### src/design/assert_macros.svh
// Assertion helpers for the RTL of the sorted key store.
// Both macros expect clk and rst_n in scope.
`ifndef ASSERT_MACROS_SVH
`define ASSERT_MACROS_SVH

// Same-cycle implication.
`define SLI_ASSERT_IMP(label, ante, cons) \
    label: assert property (@(posedge clk) disable iff (!rst_n) (ante) |-> (cons)) \
        else $error("sorted store assertion failed");

// Next-cycle implication.
`define SLI_ASSERT_NXT(label, ante, cons) \
    label: assert property (@(posedge clk) disable iff (!rst_n) (ante) |=> (cons)) \
        else $error("sorted store assertion failed");

`endif

### src/design/sli_pkg.sv
package sli_pkg;

    localparam int KEY_W   = 32;
    localparam int COUNT_W = 5;

    // Operation codes on the kind field
    localparam logic KIND_INSERT = 1'b0;
    localparam logic KIND_DELETE = 1'b1;

    typedef enum logic [1:0] {
        ST_DONE      = 2'd0,
        ST_NOT_FOUND = 2'd1,
        ST_FULL      = 2'd2
    } status_t;

    typedef enum logic [2:0] {
        S_IDLE,
        S_INS_CHK,
        S_INS_CMP,
        S_DEL_CHK,
        S_DEL_CMP,
        S_SHF_CHK,
        S_SHF_WR,
        S_FINISH
    } state_t;

    // Outcome of the shared key comparator: stored entry against search key
    typedef struct packed {
        logic lt;
        logic eq;
        logic gt;
    } cmp_res_t;

endpackage

### src/design/sli_cmp.sv
module sli_cmp (
    input  logic signed [sli_pkg::KEY_W-1:0] entry,
    input  logic signed [sli_pkg::KEY_W-1:0] probe,
    output sli_pkg::cmp_res_t                res
);
    import sli_pkg::*;

    // Compare one stored entry against the operation key
    always_comb
    begin
        res.lt = (entry < probe);
        res.eq = (entry == probe);
        res.gt = (entry > probe);
    end

endmodule

### src/design/sli_store.sv
module sli_store #(
    parameter int DEPTH = 16
) (
    input  logic                             clk,
    input  logic                             we,
    input  logic [$clog2(DEPTH)-1:0]         wr_addr,
    input  logic signed [sli_pkg::KEY_W-1:0] wr_data,
    input  logic [$clog2(DEPTH)-1:0]         rd_addr,
    output logic signed [sli_pkg::KEY_W-1:0] rd_data
);
    import sli_pkg::*;

    logic signed [KEY_W-1:0] mem [DEPTH];
    logic signed [KEY_W-1:0] rd_data_reg;

    // Write one entry
    always_ff @(posedge clk)
    begin
        if (we)
        begin
            mem[wr_addr] <= wr_data;
        end
    end

    // Registered read port
    always_ff @(posedge clk)
    begin
        rd_data_reg <= mem[rd_addr];
    end

    assign rd_data = rd_data_reg;

endmodule

### src/design/sorted_list_insert_delete.sv
// Sorted key store: holds up to DEPTH signed 32-bit keys in ascending order.
// Input channel (in_valid/in_stall) takes one word: kind (0 insert, 1 delete)
// and key. Output channel (out_valid/out_stall) gives one word per input:
// status (done, not found, full), count held after it and the smallest key
// (zero when empty).
// Keys live in a single-port-write, registered-read memory; one comparator
// and a small sequencer walk it one entry at a time, each entry through a
// check state and then a compare or write state. An insert walks down from
// the end moving larger keys up; a delete scans up to the key and then
// moves the tail down. in_stall is high from the accepting edge until the
// sequencer is back in idle: for an insert until it reaches the bottom or
// stops at a smaller or equal key; for a delete until it has moved the tail
// after its key, runs past all keys or stops at a larger key; for a refused
// insert through the final step only. The result appears at the edge that
// ends it, and no new word is taken while one is in progress.
// The result sits in an output register, so the next word is accepted while
// a result waits under out_stall; the sequencer only waits at its final step
// if the previous result is still held.
// Reset clears the count and the handshake state; the memory is not cleared,
// since only entries below the count are ever used.
`include "assert_macros.svh"

module sorted_list_insert_delete #(
    parameter int DEPTH = 16
) (
    input  logic                               clk,
    input  logic                               rst_n,
    input  logic                               in_valid,
    output logic                               in_stall,
    input  logic                               kind,
    input  logic signed [sli_pkg::KEY_W-1:0]   key,
    output logic                               out_valid,
    input  logic                               out_stall,
    output logic [1:0]                         status,
    output logic [sli_pkg::COUNT_W-1:0]        count,
    output logic signed [sli_pkg::KEY_W-1:0]   smallest
);
    import sli_pkg::*;

    localparam int IW = $clog2(DEPTH);
    localparam int CW = $clog2(DEPTH + 1);

    state_t                 state_reg, state_next;
    logic signed [KEY_W-1:0] key_reg, key_next;
    logic [CW-1:0]          ptr_reg, ptr_next;
    logic [CW-1:0]          count_reg, count_next;
    status_t                status_reg, status_next;
    logic signed [KEY_W-1:0] smallest_reg, smallest_next;
    logic                   out_valid_reg, out_valid_next;
    status_t                out_status_reg, out_status_next;
    logic [CW-1:0]          out_count_reg, out_count_next;
    logic signed [KEY_W-1:0] out_smallest_reg, out_smallest_next;

    logic                   accept;
    logic                   out_free;
    logic                   full;
    logic [CW-1:0]          ptr_inc;
    logic [CW-1:0]          ptr_dec;
    logic [CW-1:0]          rd_ptr;
    logic                   mem_we;
    logic [IW-1:0]          wr_addr;
    logic signed [KEY_W-1:0] wr_data;
    logic signed [KEY_W-1:0] rd_data;
    cmp_res_t               cmp;

    assign in_stall = (state_reg != S_IDLE);
    assign accept   = in_valid && !in_stall;
    assign out_free = !(out_valid_reg && out_stall);
    assign full     = (count_reg == CW'(DEPTH));
    assign ptr_inc  = CW'(ptr_reg + 1'b1);
    assign ptr_dec  = CW'(ptr_reg - 1'b1);

    sli_store #(
        .DEPTH (DEPTH)
    ) u_store (
        .clk     (clk),
        .we      (mem_we),
        .wr_addr (wr_addr),
        .wr_data (wr_data),
        .rd_addr (rd_ptr[IW-1:0]),
        .rd_data (rd_data)
    );

    sli_cmp u_cmp (
        .entry (rd_data),
        .probe (key_reg),
        .res   (cmp)
    );

    // Sequencer next state
    always_comb
    begin
        state_next = state_reg;
        unique case (state_reg)
            S_IDLE:
            begin
                if (accept)
                begin
                    if (kind == KIND_DELETE)
                        state_next = S_DEL_CHK;
                    else if (full)
                        state_next = S_FINISH;
                    else
                        state_next = S_INS_CHK;
                end
            end
            S_INS_CHK:
            begin
                state_next = (ptr_reg == '0) ? S_FINISH : S_INS_CMP;
            end
            S_INS_CMP:
            begin
                state_next = cmp.gt ? S_INS_CHK : S_FINISH;
            end
            S_DEL_CHK:
            begin
                state_next = (ptr_reg == count_reg) ? S_FINISH : S_DEL_CMP;
            end
            S_DEL_CMP:
            begin
                if (cmp.lt)
                    state_next = S_DEL_CHK;
                else if (cmp.eq)
                    state_next = S_SHF_CHK;
                else
                    state_next = S_FINISH;
            end
            S_SHF_CHK:
            begin
                state_next = (ptr_inc == count_reg) ? S_FINISH : S_SHF_WR;
            end
            S_SHF_WR:
            begin
                state_next = S_SHF_CHK;
            end
            S_FINISH:
            begin
                if (out_free)
                    state_next = S_IDLE;
            end
            default:
            begin
                state_next = S_IDLE;
            end
        endcase
    end

    // Sequencer datapath controls
    always_comb
    begin
        key_next    = key_reg;
        ptr_next    = ptr_reg;
        count_next  = count_reg;
        status_next = status_reg;
        rd_ptr      = ptr_reg;
        mem_we      = 1'b0;
        wr_addr     = ptr_reg[IW-1:0];
        wr_data     = key_reg;
        unique case (state_reg)
            S_IDLE:
            begin
                if (accept)
                begin
                    key_next = key;
                    if (kind == KIND_DELETE)
                    begin
                        ptr_next    = '0;
                        status_next = ST_DONE;
                    end
                    else
                    begin
                        ptr_next    = count_reg;
                        status_next = full ? ST_FULL : ST_DONE;
                    end
                end
            end
            S_INS_CHK:
            begin
                // read the entry below the gap; at the bottom, drop the key in
                rd_ptr = ptr_dec;
                if (ptr_reg == '0)
                begin
                    mem_we     = 1'b1;
                    count_next = CW'(count_reg + 1'b1);
                end
            end
            S_INS_CMP:
            begin
                rd_ptr = ptr_dec;
                mem_we = 1'b1;
                if (cmp.gt)
                begin
                    // move the larger key up and lower the gap
                    wr_data  = rd_data;
                    ptr_next = ptr_dec;
                end
                else
                begin
                    count_next = CW'(count_reg + 1'b1);
                end
            end
            S_DEL_CHK:
            begin
                if (ptr_reg == count_reg)
                    status_next = ST_NOT_FOUND;
            end
            S_DEL_CMP:
            begin
                if (cmp.lt)
                    ptr_next = ptr_inc;
                else if (!cmp.eq)
                    status_next = ST_NOT_FOUND;
            end
            S_SHF_CHK:
            begin
                rd_ptr = ptr_inc;
                if (ptr_inc == count_reg)
                    count_next = CW'(count_reg - 1'b1);
            end
            S_SHF_WR:
            begin
                // pull the next entry down into the hole
                rd_ptr   = ptr_inc;
                mem_we   = 1'b1;
                wr_data  = rd_data;
                ptr_next = ptr_inc;
            end
            S_FINISH:
            begin
                rd_ptr = ptr_reg;
            end
            default:
            begin
                rd_ptr = ptr_reg;
            end
        endcase
    end

    // Track the head entry alongside the memory
    always_comb
    begin
        smallest_next = smallest_reg;
        if (mem_we && (wr_addr == '0))
            smallest_next = wr_data;
    end

    // Output register: load at the final step, drop once taken
    always_comb
    begin
        out_valid_next    = out_valid_reg;
        out_status_next   = out_status_reg;
        out_count_next    = out_count_reg;
        out_smallest_next = out_smallest_reg;
        if ((state_reg == S_FINISH) && out_free)
        begin
            out_valid_next    = 1'b1;
            out_status_next   = status_reg;
            out_count_next    = count_reg;
            out_smallest_next = (count_reg == '0) ? '0 : smallest_reg;
        end
        else if (out_valid_reg && !out_stall)
        begin
            out_valid_next = 1'b0;
        end
    end

    // Control registers
    always_ff @(posedge clk or negedge rst_n)
    begin
        if (!rst_n)
        begin
            state_reg     <= S_IDLE;
            count_reg     <= '0;
            out_valid_reg <= 1'b0;
        end
        else
        begin
            state_reg     <= state_next;
            count_reg     <= count_next;
            out_valid_reg <= out_valid_next;
        end
    end

    // Payload registers
    always_ff @(posedge clk)
    begin
        key_reg          <= key_next;
        ptr_reg          <= ptr_next;
        status_reg       <= status_next;
        smallest_reg     <= smallest_next;
        out_status_reg   <= out_status_next;
        out_count_reg    <= out_count_next;
        out_smallest_reg <= out_smallest_next;
    end

    assign out_valid = out_valid_reg;
    assign status    = out_status_reg;
    assign count     = COUNT_W'(out_count_reg);
    assign smallest  = out_smallest_reg;

    // Checks
    `SLI_ASSERT_IMP(a_count_bound, 1'b1, count_reg <= CW'(DEPTH))
    `SLI_ASSERT_NXT(a_busy_after_accept, accept, state_reg != S_IDLE)
    `SLI_ASSERT_IMP(a_full_means_full, out_valid_reg && (out_status_reg == ST_FULL), out_count_reg == CW'(DEPTH))
    `SLI_ASSERT_IMP(a_empty_smallest, out_valid_reg && (out_count_reg == '0), out_smallest_reg == '0)

endmodule
### config.mk
export PLATFORM = sky130hd
export DESIGN_NAME = sorted_list_insert_delete
export DESIGN_NICKNAME = d
export VERILOG_FILES = /design/src/design/sli_pkg.sv /design/src/design/sli_cmp.sv /design/src/design/sli_store.sv /design/src/design/sorted_list_insert_delete.sv
export VERILOG_INCLUDE_DIRS = /design/src /design/src/design
export SDC_FILE = /design/constraint.sdc
export NUM_CORES = 1
export LEC_CHECK = 0
export ABC_CLOCK_PERIOD_IN_PS = 4700
export BUFFER_PORTS_ARGS = -buffer_cell sky130_fd_sc_hd__buf_2
export CORE_MARGIN = 4
export CORE_UTILIZATION = 64
export CTS_BUF_LIST = sky130_fd_sc_hd__clkbuf_8
export DETAILED_ROUTE_END_ITERATION = 12
export PLACE_DENSITY_LB_ADDON = 0.1
export SLEW_MARGIN = 20
export SYNTH_ARGS = -nofsm -noshare
export SYNTH_HDL_FRONTEND = slang
export SYNTH_SLANG_ARGS = --single-unit
### constraint.sdc
create_clock -name clk -period 4.7 [get_ports clk]
set_clock_uncertainty 0.2 [all_clocks]
set_input_delay 0.47 -clock clk [delete_from_list [all_inputs] [get_ports clk]]
set_output_delay 0.47 -clock clk [all_outputs]
set_load 0.01 [all_outputs]
# [Word level (Yosys, flattened, before mapping)]
# Memory sizes are Yosys's and may differ from the RTL's. A register that Yosys moved wholly into a read port is not among the register bits.
# Cells that the tools add are included.
[word_totals] output_inout_bits=41 n_memories=1 register_bits=119 elab_cells=99 input_bits=37 ramBits=512
[op_classes] mux=36 n_reduce_logical=25 n_eq_ne=21 n_lt_le_gt_ge=2 addsub=4
[mem_list] name="u_store.mem" words=16 width=32 rd=1 rd_clocked_by_memory_dff=1 wr=1 line="sli_store.sv:13" rtl="logic signed [KEY_W-1:0] mem [DEPTH];"
[ops] cell="32-bit case mux with 2 select lines" n=1
[ops] cell="5-bit two-way mux" n=7
[ops] cell="32-bit equality test" n=1
[ops] cell="32-bit > comparator" n=1
[ops] cell="32-bit less-than comparator" n=1
[ops] cell="32-bit two-way mux" n=1
[ops] cell="3-bit case mux with 8 select lines" n=1
[ops] cell="3-bit two-way mux" n=7
[ops] cell="2-bit != test, second input constant" n=10
[ops] cell="5-bit case mux with 4 select lines" n=1
[ops] cell="2-bit two-way mux" n=8
[ops] cell="5-bit case mux with 3 select lines" n=1
[ops] cell="3-bit equality test, second input constant" n=4
[ops] cell="5-bit by 1-bit adder with 5-bit output, second input constant" n=2
[ops] cell="5-bit equality test" n=2
[ops] cell="5-bit logical NOT" n=2
[ops] cell="5-bit by 1-bit subtractor with 5-bit output, second input constant" n=2
[ops] cell="3-bit nonzero test" n=3
[ops] cell="4-bit case mux with 2 select lines" n=1
[ops] cell="4-bit AND reduction" n=2
[ops] cell="3-bit by 2-bit equality test with 1-bit output, second input constant" n=2
[ops] cell="1-bit two-way mux" n=6
[ops] cell="2-bit case mux with 3 select lines" n=1
[ops] cell="2-bit OR reduction" n=3
[ops] cell="other kinds (11)" n=18

# [Depth between registers and ports, before layout]
# Gate-level depths: netlist (run 1).
[depth] word_depth=5 ltp_mapped=11 mapped_depth_nobuf=9

# [Cells and area by module]
# From an unflattened synthesis (run 1), not the netlist that was laid out.
[unflattened] hier_cells=1303 area_unflattened_um2=25886.1
[by_module_without_submodules] module="sli_store" cells_each=838 seq_area_each_um2=16015.4 n_inst=1 area_per_inst_um2=19835.3
[by_module_without_submodules] module="sorted_list_insert_delete" cells_each=350 seq_area_each_um2=3528.4 n_inst=1 area_per_inst_um2=5196.2
[by_module_without_submodules] module="sli_cmp" cells_each=115 seq_area_each_um2=0.0 n_inst=1 area_per_inst_um2=854.6

# [Worst setup path after synthesis (run 1)]
# No wires, ideal clock.
[synth_timing] path_type="reg-to-reg" from="register state_reg[2]" to="register out_count_reg[0] (netlist: count[0]), enable pin" slack_ns=1.003 stages_incl_launch_ff=5 arrival_ns=3.049 required_time_ns=4.052 n_path_buf=2 period_less_slack_ns=3.697 setup_ns=0.448 cell_sequence="dfrtp_1 -> buf_1 -> clkbuf_1 -> nand3_1 -> a21oi_1"
[synth_via] elab_chain_len=2
[synth_lines] element="start, declared" line="sorted_list_insert_delete.sv:43" rtl="state_t state_reg, state_next;"
[synth_lines] element="start signal, assigned" line="sorted_list_insert_delete.sv:278" rtl="state_reg <= state_next;"
[synth_lines] element="3-bit equality test" line="sorted_list_insert_delete.sv:254" rtl="if ((state_reg == S_FINISH) && out_free)"
[synth_lines] element="1-bit logical AND" line="sorted_list_insert_delete.sv:254"
[synth_lines] element="end signal, assigned" line="sorted_list_insert_delete.sv:292" rtl="out_count_reg <= out_count_next;"
[synth_lines] element="end, declared" line="sorted_list_insert_delete.sv:51" rtl="logic [CW-1:0] out_count_reg, out_count_next;"
# No other way between the ends.
# A chain may end at the register's enable or synchronous reset.

# [Worst setup path in the final report (run 1)]
[layout_timing] from="register key_reg[31]" to="memory u_store.mem[8][28] (data pin)"
[layout_via] elab_chain_len=3
[layout_lines] element="start, declared" line="sorted_list_insert_delete.sv:44" rtl="logic signed [KEY_W-1:0] key_reg, key_next;"
[layout_lines] element="start signal, assigned" line="sorted_list_insert_delete.sv:287" rtl="key_reg <= key_next;"
[layout_lines] element="32-bit > comparator" line="sli_cmp.sv:13" rtl="res.gt = (entry > probe);"
[layout_lines] element="32-bit two-way mux" line="sorted_list_insert_delete.sv:191" rtl="if (cmp.gt)"
[layout_lines] element="32-bit case mux with 2 select lines" line="sorted_list_insert_delete.sv:159" rtl="unique case (state_reg)"
[layout_lines] element="via u_store.wr_data (one bit)" line="sli_store.sv:7" rtl="input logic signed [sli_pkg::KEY_W-1:0] wr_data,"
[layout_lines] element="end, declared" line="sli_store.sv:13"
# The timed path passes the listed nets, and every way through them passes these cells.

==> results.md, run 1 <==
- Status: completed
- Number of enable flip-flop cells after synthesis: 590
- Total Wirelength: 55970 µm
- Tcrit/Tclk final: 79.87%
- Total grt overflow: 0
- First-pass GRT wire length: 82360 µm
- Clock buffer depth: 3
- Proportion of layout cells with a drive suffix above 1: 32.15%
- Multi-input logic area: 0.006256 mm²
- Crit path kind: reg -> reg
- Rel. slew slack: 30.21%
- Clock Latency Late Sink: 660 ps
- DRT Pass-1 Iters: 5
- Max FO, Critical Path: 18
- Row count: 72
- Netlist cell types: 59
- Startpoint Class: register
- Diode count: 0
- Total power draw: approximately 23000 µW
- Slowest-stage cell, CP: or4_4
- H-tree Lvls: 3
- Worst VDD drop: 730.3 µV
- CP max stage delay: 590 ps
- Seq/Total Area, Yosys: 73.83%
- RePlAce Congestion: 0.8481
- Fin area: 0.02870 mm²
- Vias in the first global route: about 13k
- Placed Area: around 0.026 mm²
- Async SR Flop Fraction: 1.426%
- CP startpoint: key_reg[31]$_DFFE_PP_
- CTS tree: built
- Crit path DAT: 3890 ps
- P_leak: 0.009974 µW
- Setup TNS: 0 ps
- Worst-Margin Slew: 1047 ps
- Min-delay src: kind
- # IOs: 78
- Initial Util: 64.98%
- Num CTS Buffers: 97
- MaxCap Viol Count: 0
- Number of flip-flops in the largest register: 512
- Synth area leaders: edfxtp_1, mux4_2, dfxtp_1
- Origin of the critical flop-to-flop path: key_reg[31]$_DFFE_PP_
- Req. time, crit path: a little under 5000 ps
- Crit-path cells: inv_1, ha_1, nand4_4, or4_4, a21oi_1, nor3_1, o22ai_4, buf_4, mux2_2
- I/O Buffers: 77
- Slew Viols, Final: 0
- Sinks on the clock net: 631
- Hold Crit Class: in -> reg
- Final hold violation count: 0
- Drt wl/cell: around 28 µm
- DR vias: 12.57k
- Post-synth top cells: edfxtp_1, mux4_2, inv_1, ha_1, nor2b_1
- Largest net degree at the start of global routing: 42
- Setup-failing EPs final: 0
- Post-synth top area cell: edfxtp_1
- Register bit total from synthesis: ~630
- Hpwl dp: 32440 µm
- Layout fillers: between 2k and 2.5k
- DP Worst Slack: approximately 1000 ps
- Via density: approximately 6.3
- RSZ-0062 raised after global routing: false
- CTS Root Cell: clkbuf_8
- Pwr dens: ~800 mW/mm²
- Top FF cell, synth: edfxtp_1
- Drt drc: 0
- Fmax: 0.2664 GHz
- Area Growth Syn to Fin: 14.03%
- Core area: 0.03874 mm²
- Cell Area, Synth: 0.02517 mm²
- Synth Area per Inst: 20.82 µm²
- Syn nets: roughly 1.3k
- Share of the synthesized area in the top cell type: between 70% and 80%
- CP Capture Type: register
- YS warnings: 0
- Initial antenna violation count: 0
- Syn Inst Count: 1209
- Initial DRC Count: 1495
- Top reg by flops: u_store.mem
- Post-route ant nets: 0
- Die area: 0.04257 mm²
- WHS: between 70 and 80 ps
- Setup ws final: 945.9 ps
- Most common cell in the netlist: edfxtp_1
- Final nets: 1490
- Min cycle time layout: 3754 ps
- Die Span Y: 206.3 µm
- Clock transition at the registers of the reported paths: 60 ps
- Width of the die: 206.3 µm
- Storage element area: ~0.019 mm²
- Total global-route track usage: 27.14%
==> layout make-up <==
cell class / count / area share (%)
flip-flops and latches: 631 / 64.75
multi-input cells: 478 / 21.80
clock buffers: 116 / 5.563
repair buffers: 158 / 4.080
well taps: 518 / 2.258
clock inverters: 61 / 0.9547
inverters: 46 / 0.6016
==> cells in the final DEF, fill, tap and decap left out, types with 4 or more instances in the layout <==
cell / synthesis / layout
dfrtp_1: 9 / 9
xnor2_1: 10 / 7
inv_1: 46 / 89
clkinv_1: 0 / 7
buf_4: 1 / 38
a21oi_1: 24 / 23
and2_2: 0 / 16
dlygate4sd3_1: 0 / 36
nor2b_1: 36 / 36
nor2_1: 22 / 20
nor4_1: 4 / 4
nand2b_1: 9 / 9
xor2_1: 10 / 10
or2_2: 4 / 4
ha_1: 40 / 40
nor3_1: 7 / 7
nand3_1: 8 / 8
o21ai_0: 10 / 9
buf_2: 17 / 77
dfxtp_1: 32 / 32
clkbuf_8: 0 / 116
or3_1: 4 / 4
a22oi_1: 4 / 4
edfxtp_1: 590 / 590
nand4_1: 8 / 8
mux2_4: 30 / 30
mux4_2: 160 / 160
buf_12: 0 / 7
nand2_1: 19 / 19
clkinv_2: 0 / 8
==> what timing repair did <==
| item | CTS | global route |
|---|---|---|
| hold endpoints to repair | 45 | 0 |
| setup buffers | 0 | 0 |
| hold buffers | 36 | 0 |
| gates resized for setup | 0 | 0 |
==> routing by layer <==
metal | GRT usage, % | routed length (µm) | up-vias
li1 | - | - | 5343
met1 | 38.60 | 22160 | 6526
met2 | 43.94 | 28000 | 605
met3 | 5.602 | 4574 | 94
met4 | 7.700 | 1230 | 0
met5 | 0 | 0 | -
==> path summary, 6_finish.rpt <==
check,slack (ps),cells after the start,to
setup / recovery,950,9,u_store.mem[8][28]$_DFFE_PP_
hold / removal,70,2,ptr_reg[2]$_DFFE_PP_
setup reg to reg,950,9,u_store.mem[8][28]$_DFFE_PP_
hold reg to reg,220,0,status[1]$_DFFE_PP_
max in group asynchronous,3380,3,count_reg[2]$_DFFE_PN0P_
min in group asynchronous,610,3,state_reg[1]$_DFFE_PN0P_
==> logic make-up after synthesis <==
| logic type | after synthesis | synth area share [%] |
|---|---|---|
| XOR/XNOR | 21 | 0.7605 |
| adder cells (fa/ha/maj) | 41 | 2.068 |
| multiplexers | 196 | 16.36 |
| buffers and inverters | 100 | 1.680 |
| AND/OR/NAND/NOR | 153 | 3.500 |
| AO/OA/AOI/OAI | 67 | 1.805 |
| flip-flops | 631 | 73.83 |
==> per-stage QoR <==
stage | cells | util, %
global placement | 1795 | 68.30
finish | 2008 | 74.09
CTS | 2008 | 74.06
global route | 2008 | 74.09
floorplan | 1209 | -
detailed placement | 1795 | 68.30
==> power breakdown <==
part           switching [µW]  leakage (µW)  total (µW)  internal (µW)
Sequential                387       0.00571        8190           7810
Combinational            5240       0.00314       10600           5330
Clock                    2030       0.00112        4310           2280
==> worst max-delay path: cells and delay by family (launching register included) <==
family,cells,cell delay [ps]
flops,1,350
mux,1,520
fa+ha+maj,1,500
buf+inv,2,450
simple gates,3,900
compound gates,2,500
Power figures use the tool's default switching activity.
==> run 2, diff against run 1 <==
--- a/config.mk
+++ b/config.mk
@@ -6,7 +6,8 @@
 export SDC_FILE = /design/constraint.sdc
 export NUM_CORES = 1
 export LEC_CHECK = 0
-export ABC_CLOCK_PERIOD_IN_PS = 4700
+export ABC_AREA = 1
+export ABC_CLOCK_PERIOD_IN_PS = 3500
 export BUFFER_PORTS_ARGS = -buffer_cell sky130_fd_sc_hd__buf_2
 export CORE_MARGIN = 4
 export CORE_UTILIZATION = 64
==> constraint.sdc (replaced) <==
create_clock -name clk -period 3.5 [get_ports clk]
set_clock_uncertainty 0.2 [all_clocks]
set_input_delay 0.35 -clock clk [delete_from_list [all_inputs] [get_ports clk]]
set_output_delay 0.35 -clock clk [all_outputs]
set_load 0.01 [all_outputs]
==> run 2 against run 1 <==
  * Maximum frequency grew 8.5%
  * Count of clock-buffer cells in the layout shrank 5
  * Die area up 1.8%
  * Synthesized cell count increased by 70%
  * Via count grew 37%
  * Register-to-register slack worse by 910 ps
  * Critical path type unchanged
==> results.md, run 2 <==
- Syn Inst Count: 2050 (was 1209)
- Width of the die: 208.2 µm (was 206.3 µm)
- Diode count: 0 (unchanged)
- Seq/Total Area, Yosys: 72.44% (was 73.83%)
- DR vias: 17.22k (was 12.57k)
- Post-route core utilization: 75.81% (was 74.09%)
- I/O Buffers: 77 (unchanged)
- Worst path bufs/invs: 2 (unchanged)
- Cell Area, Synth: 0.02565 mm² (was 0.02517 mm²)
- Min cycle time layout: 3460 ps (was 3754 ps)
- Rel. slew slack: 53.34% (was 30.21%)
- Number of flip-flops in the largest register: 512 (unchanged)
- Drt drc: 0 (unchanged)
- Row count: 73 (was 72)
- Fmax: 0.2890 GHz (was 0.2664 GHz)
- First-pass GRT wire length: 97120 µm (was 82360 µm)
- Die area: 0.04335 mm² (was 0.04257 mm²)
- Initial DRC Count: 2092 (was 1495)
- Syn nets: 2128 (was 1287)
- Clock transition at the registers of the reported paths: 60 ps (about the same)
- RePlAce Congestion: 0.8960 (was 0.8481)
- Number of enable flip-flop cells after synthesis: 590 (unchanged)
- Crit-path cells: inv_1, ha_1, nand2_1, nor2_2, nand2_1, nor2_4, nand2_1, nand2_1, nand2_1, nand3_1, nand2_1, nand2_2, buf_16, nor2_1, a21oi_4 (was inv_1, ha_1, nand4_4, or4_4, a21oi_1, nor3_1, o22ai_4, buf_4, mux2_2)
- Post-synth top area cell: edfxtp_1 (unchanged)
- Non-Filler Instances: 2836 (was 2008)
- Drt wl/cell: 23.10 µm (was 27.87 µm)
- Final hold violation count: 0 (unchanged)
- Synth area leaders: edfxtp_1, nor2_1, o21ai_0 (was edfxtp_1, mux4_2, dfxtp_1)
- # IOs: 78 (unchanged)
- Commonest non-fill, non-tap cells in the layout: edfxtp_1, nor2_1, o21ai_0, nand2_1, inv_1 (was edfxtp_1, mux4_2, clkbuf_8, inv_1, buf_2)
- XOR/XNOR Fraction of Synth Area: 0.4438% (was 0.7606%)
- Sinks on the clock net: 631 (unchanged)
- DRT Pass-1 Iters: 6 (was 5)
- Startpoint Class: register (unchanged)
- Total Wirelength: 65520 µm (was 55970 µm)
- Status: completed (unchanged)
- MaxCap Viol Count: 0 (unchanged)
- H-tree Lvls: 3 (unchanged)
- Most common cell in the netlist: edfxtp_1 (unchanged)
- CTS Root Cell: clkbuf_8 (unchanged)
- Hold path cells: 2 (unchanged)
- Via density: 6.071 (was 6.259)
- YS warnings: 0 (unchanged)
- Hold Crit Class: in -> reg (unchanged)
- Dpl cells: 2595 (was 1795)
- Slowest-stage cell, CP: ha_1 (was or4_4)
- Area Growth Syn to Fin: 17.15% (was 14.03%)
- Clock Latency Late Sink: 660 ps (about the same)
- Synth Area per Inst: 12.51 µm² (was 20.82 µm²)
- Most used cell, CP: nand2_1
- Core area: 0.03964 mm² (was 0.03874 mm²)
- Total global-route track usage: 29.31% (was 27.14%)
- Post-route ant nets: 0 (unchanged)
- Register bit total from synthesis: 631 (unchanged)
- Final nets: 2309 (was 1490)
- Max FO, Critical Path: 45 (was 18)
- Crit path kind: reg -> reg (unchanged)
- Hpwl dp: 33120 µm (was 32440 µm)
- Leading cell type in the layout, fill and taps excluded: edfxtp_1 (unchanged)
- Critical path depth in cells: 15 (was 9)
- Vias in the first global route: 16.58k (was 12.85k)
- Total grt overflow: 0 (unchanged)
- Tcrit/Tclk final: 98.87% (was 79.87%)
- Netlist cell types: 41 (was 59)
- Share of the synthesized area in the top cell type: 69.06% (was 70.39%)
- Main combinational cell family by area after synthesis: compound AO/OA/AOI/OAI gates (was multiplexers)
- Layout fillers: 2485 (was 2222)
- Top reg by flops: u_store.mem (unchanged)
- Slew Viols, Final: 0 (unchanged)
- Async SR Flop Fraction: 1.426% (unchanged)
- CP Capture Type: register (unchanged)
- Num CTS Buffers: 98 (was 97)
- CTS tree: built (unchanged)
- Reg2Reg Depth: 15 (was 9)
- Flop2flop setup slack: 40 ps (was 950 ps)
- Initial Util: 64.71% (was 64.98%)
- Largest net degree at the start of global routing: 153 (was 42)
- Clock buffer depth: 3 (unchanged)
- CP max stage delay: 380 ps (was 590 ps)
- Post-synthesis mux area share: 0% (was 16.36%)
- Worst-Margin Slew: 699.9 ps (was 1047 ps)
- Req. time, crit path: 3710 ps (was 4840 ps)
- Crit path DAT: 3670 ps (was 3890 ps)
- Post-synthesis compound-gate area fraction: 10.71% (was 1.804%)
- Setup-failing EPs final: 0 (unchanged)
- Synth Area in Adders: 2.029% (was 2.068%)
- Die Span Y: 208.2 µm (was 206.3 µm)
- Post-synth top cells: edfxtp_1, nor2_1, o21ai_0, nand2_1, inv_1 (was edfxtp_1, mux4_2, inv_1, ha_1, nor2b_1)
- Top delay family on crit path: simple AND/OR/NAND/NOR gates (unchanged)
- Initial antenna violation count: 0 (unchanged)
- Post-Synth Simple-Gate Area: 10.61% (was 3.500%)
- WHS: 201.6 ps (was 70.10 ps)
- Proportion of layout cells with a drive suffix above 1: 15.10% (was 32.15%)
- Top FF cell, synth: edfxtp_1 (unchanged)
run 2: logic make-up after synthesis:
kind of cell	Yosys count
flip-flops	631
AO/OA/AOI/OAI	464
AND/OR/NAND/NOR	681
adder cells (fa/ha/maj)	41
XOR/XNOR	13
buffers and inverters	220
run 2: area by class of cell:
type,instances,area (µm²),share of cell area (%)
clock buffers,111,1528,5.083
flip-flops and latches,631,18580,61.83
inverters,108,412.9,1.374
repair buffers,192,1953,6.499
clock inverters,69,279.0,0.9284
well taps,525,656.9,2.186
multi-input cells,1200,6640,22.09
run 2: per-stage QoR:
step                setup TNS, ps  cell area, µm²  worst slack, ps
floorplan                       0           25650            190.2
global route               -777.0           30050           -31.84
finish                          0           30050            39.60
global placement          -114120           27030           -314.7
CTS                        -51740           29330           -162.0
detailed placement        -176570           27030           -441.6
run 2: routing by layer:
layer / GRT usage (%) / up-vias / part of all wire (%)
met5: 0 / - / 0
met3: 5.066 / 145 / 9.5
met1: 40.43 / 8378 / 39
met2: 48.18 / 899 / 49
met4: 10.12 / 0 / 2.7
li1: - / 7796 / -
run 2: path summary, 6_finish.rpt:
check / from / end
setup / recovery: key_reg[31]$_DFFE_PP_ / u_store.mem[6][27]$_DFFE_PP_
hold / removal: key[28] / key_reg[28]$_DFFE_PP_
setup reg to reg: key_reg[31]$_DFFE_PP_ / u_store.mem[6][27]$_DFFE_PP_
hold reg to reg: status_reg[0]$_SDFFCE_PP1P_ / status[0]$_DFFE_PP_
max in group asynchronous: rst_n / count_reg[1]$_DFFE_PN0P_
min in group asynchronous: rst_n / out_valid$_DFFE_PN0P_
run 2: timing repair:
| item | 4_1_cts | 5_1_grt |
|---|---|---|
| hold endpoints to repair | 46 | 0 |
| setup endpoints to repair | 496 | 512 |
| cloned | 0 | 1 |
| gates resized for setup | 32 | 36 |
| setup buffers | 0 | 23 |
| hold buffers | 37 | 0 |
Power of run 2 is left out: the tool's default activity adds up to more than one toggle a clock period on the data nets, which glitch-free logic cannot reach.
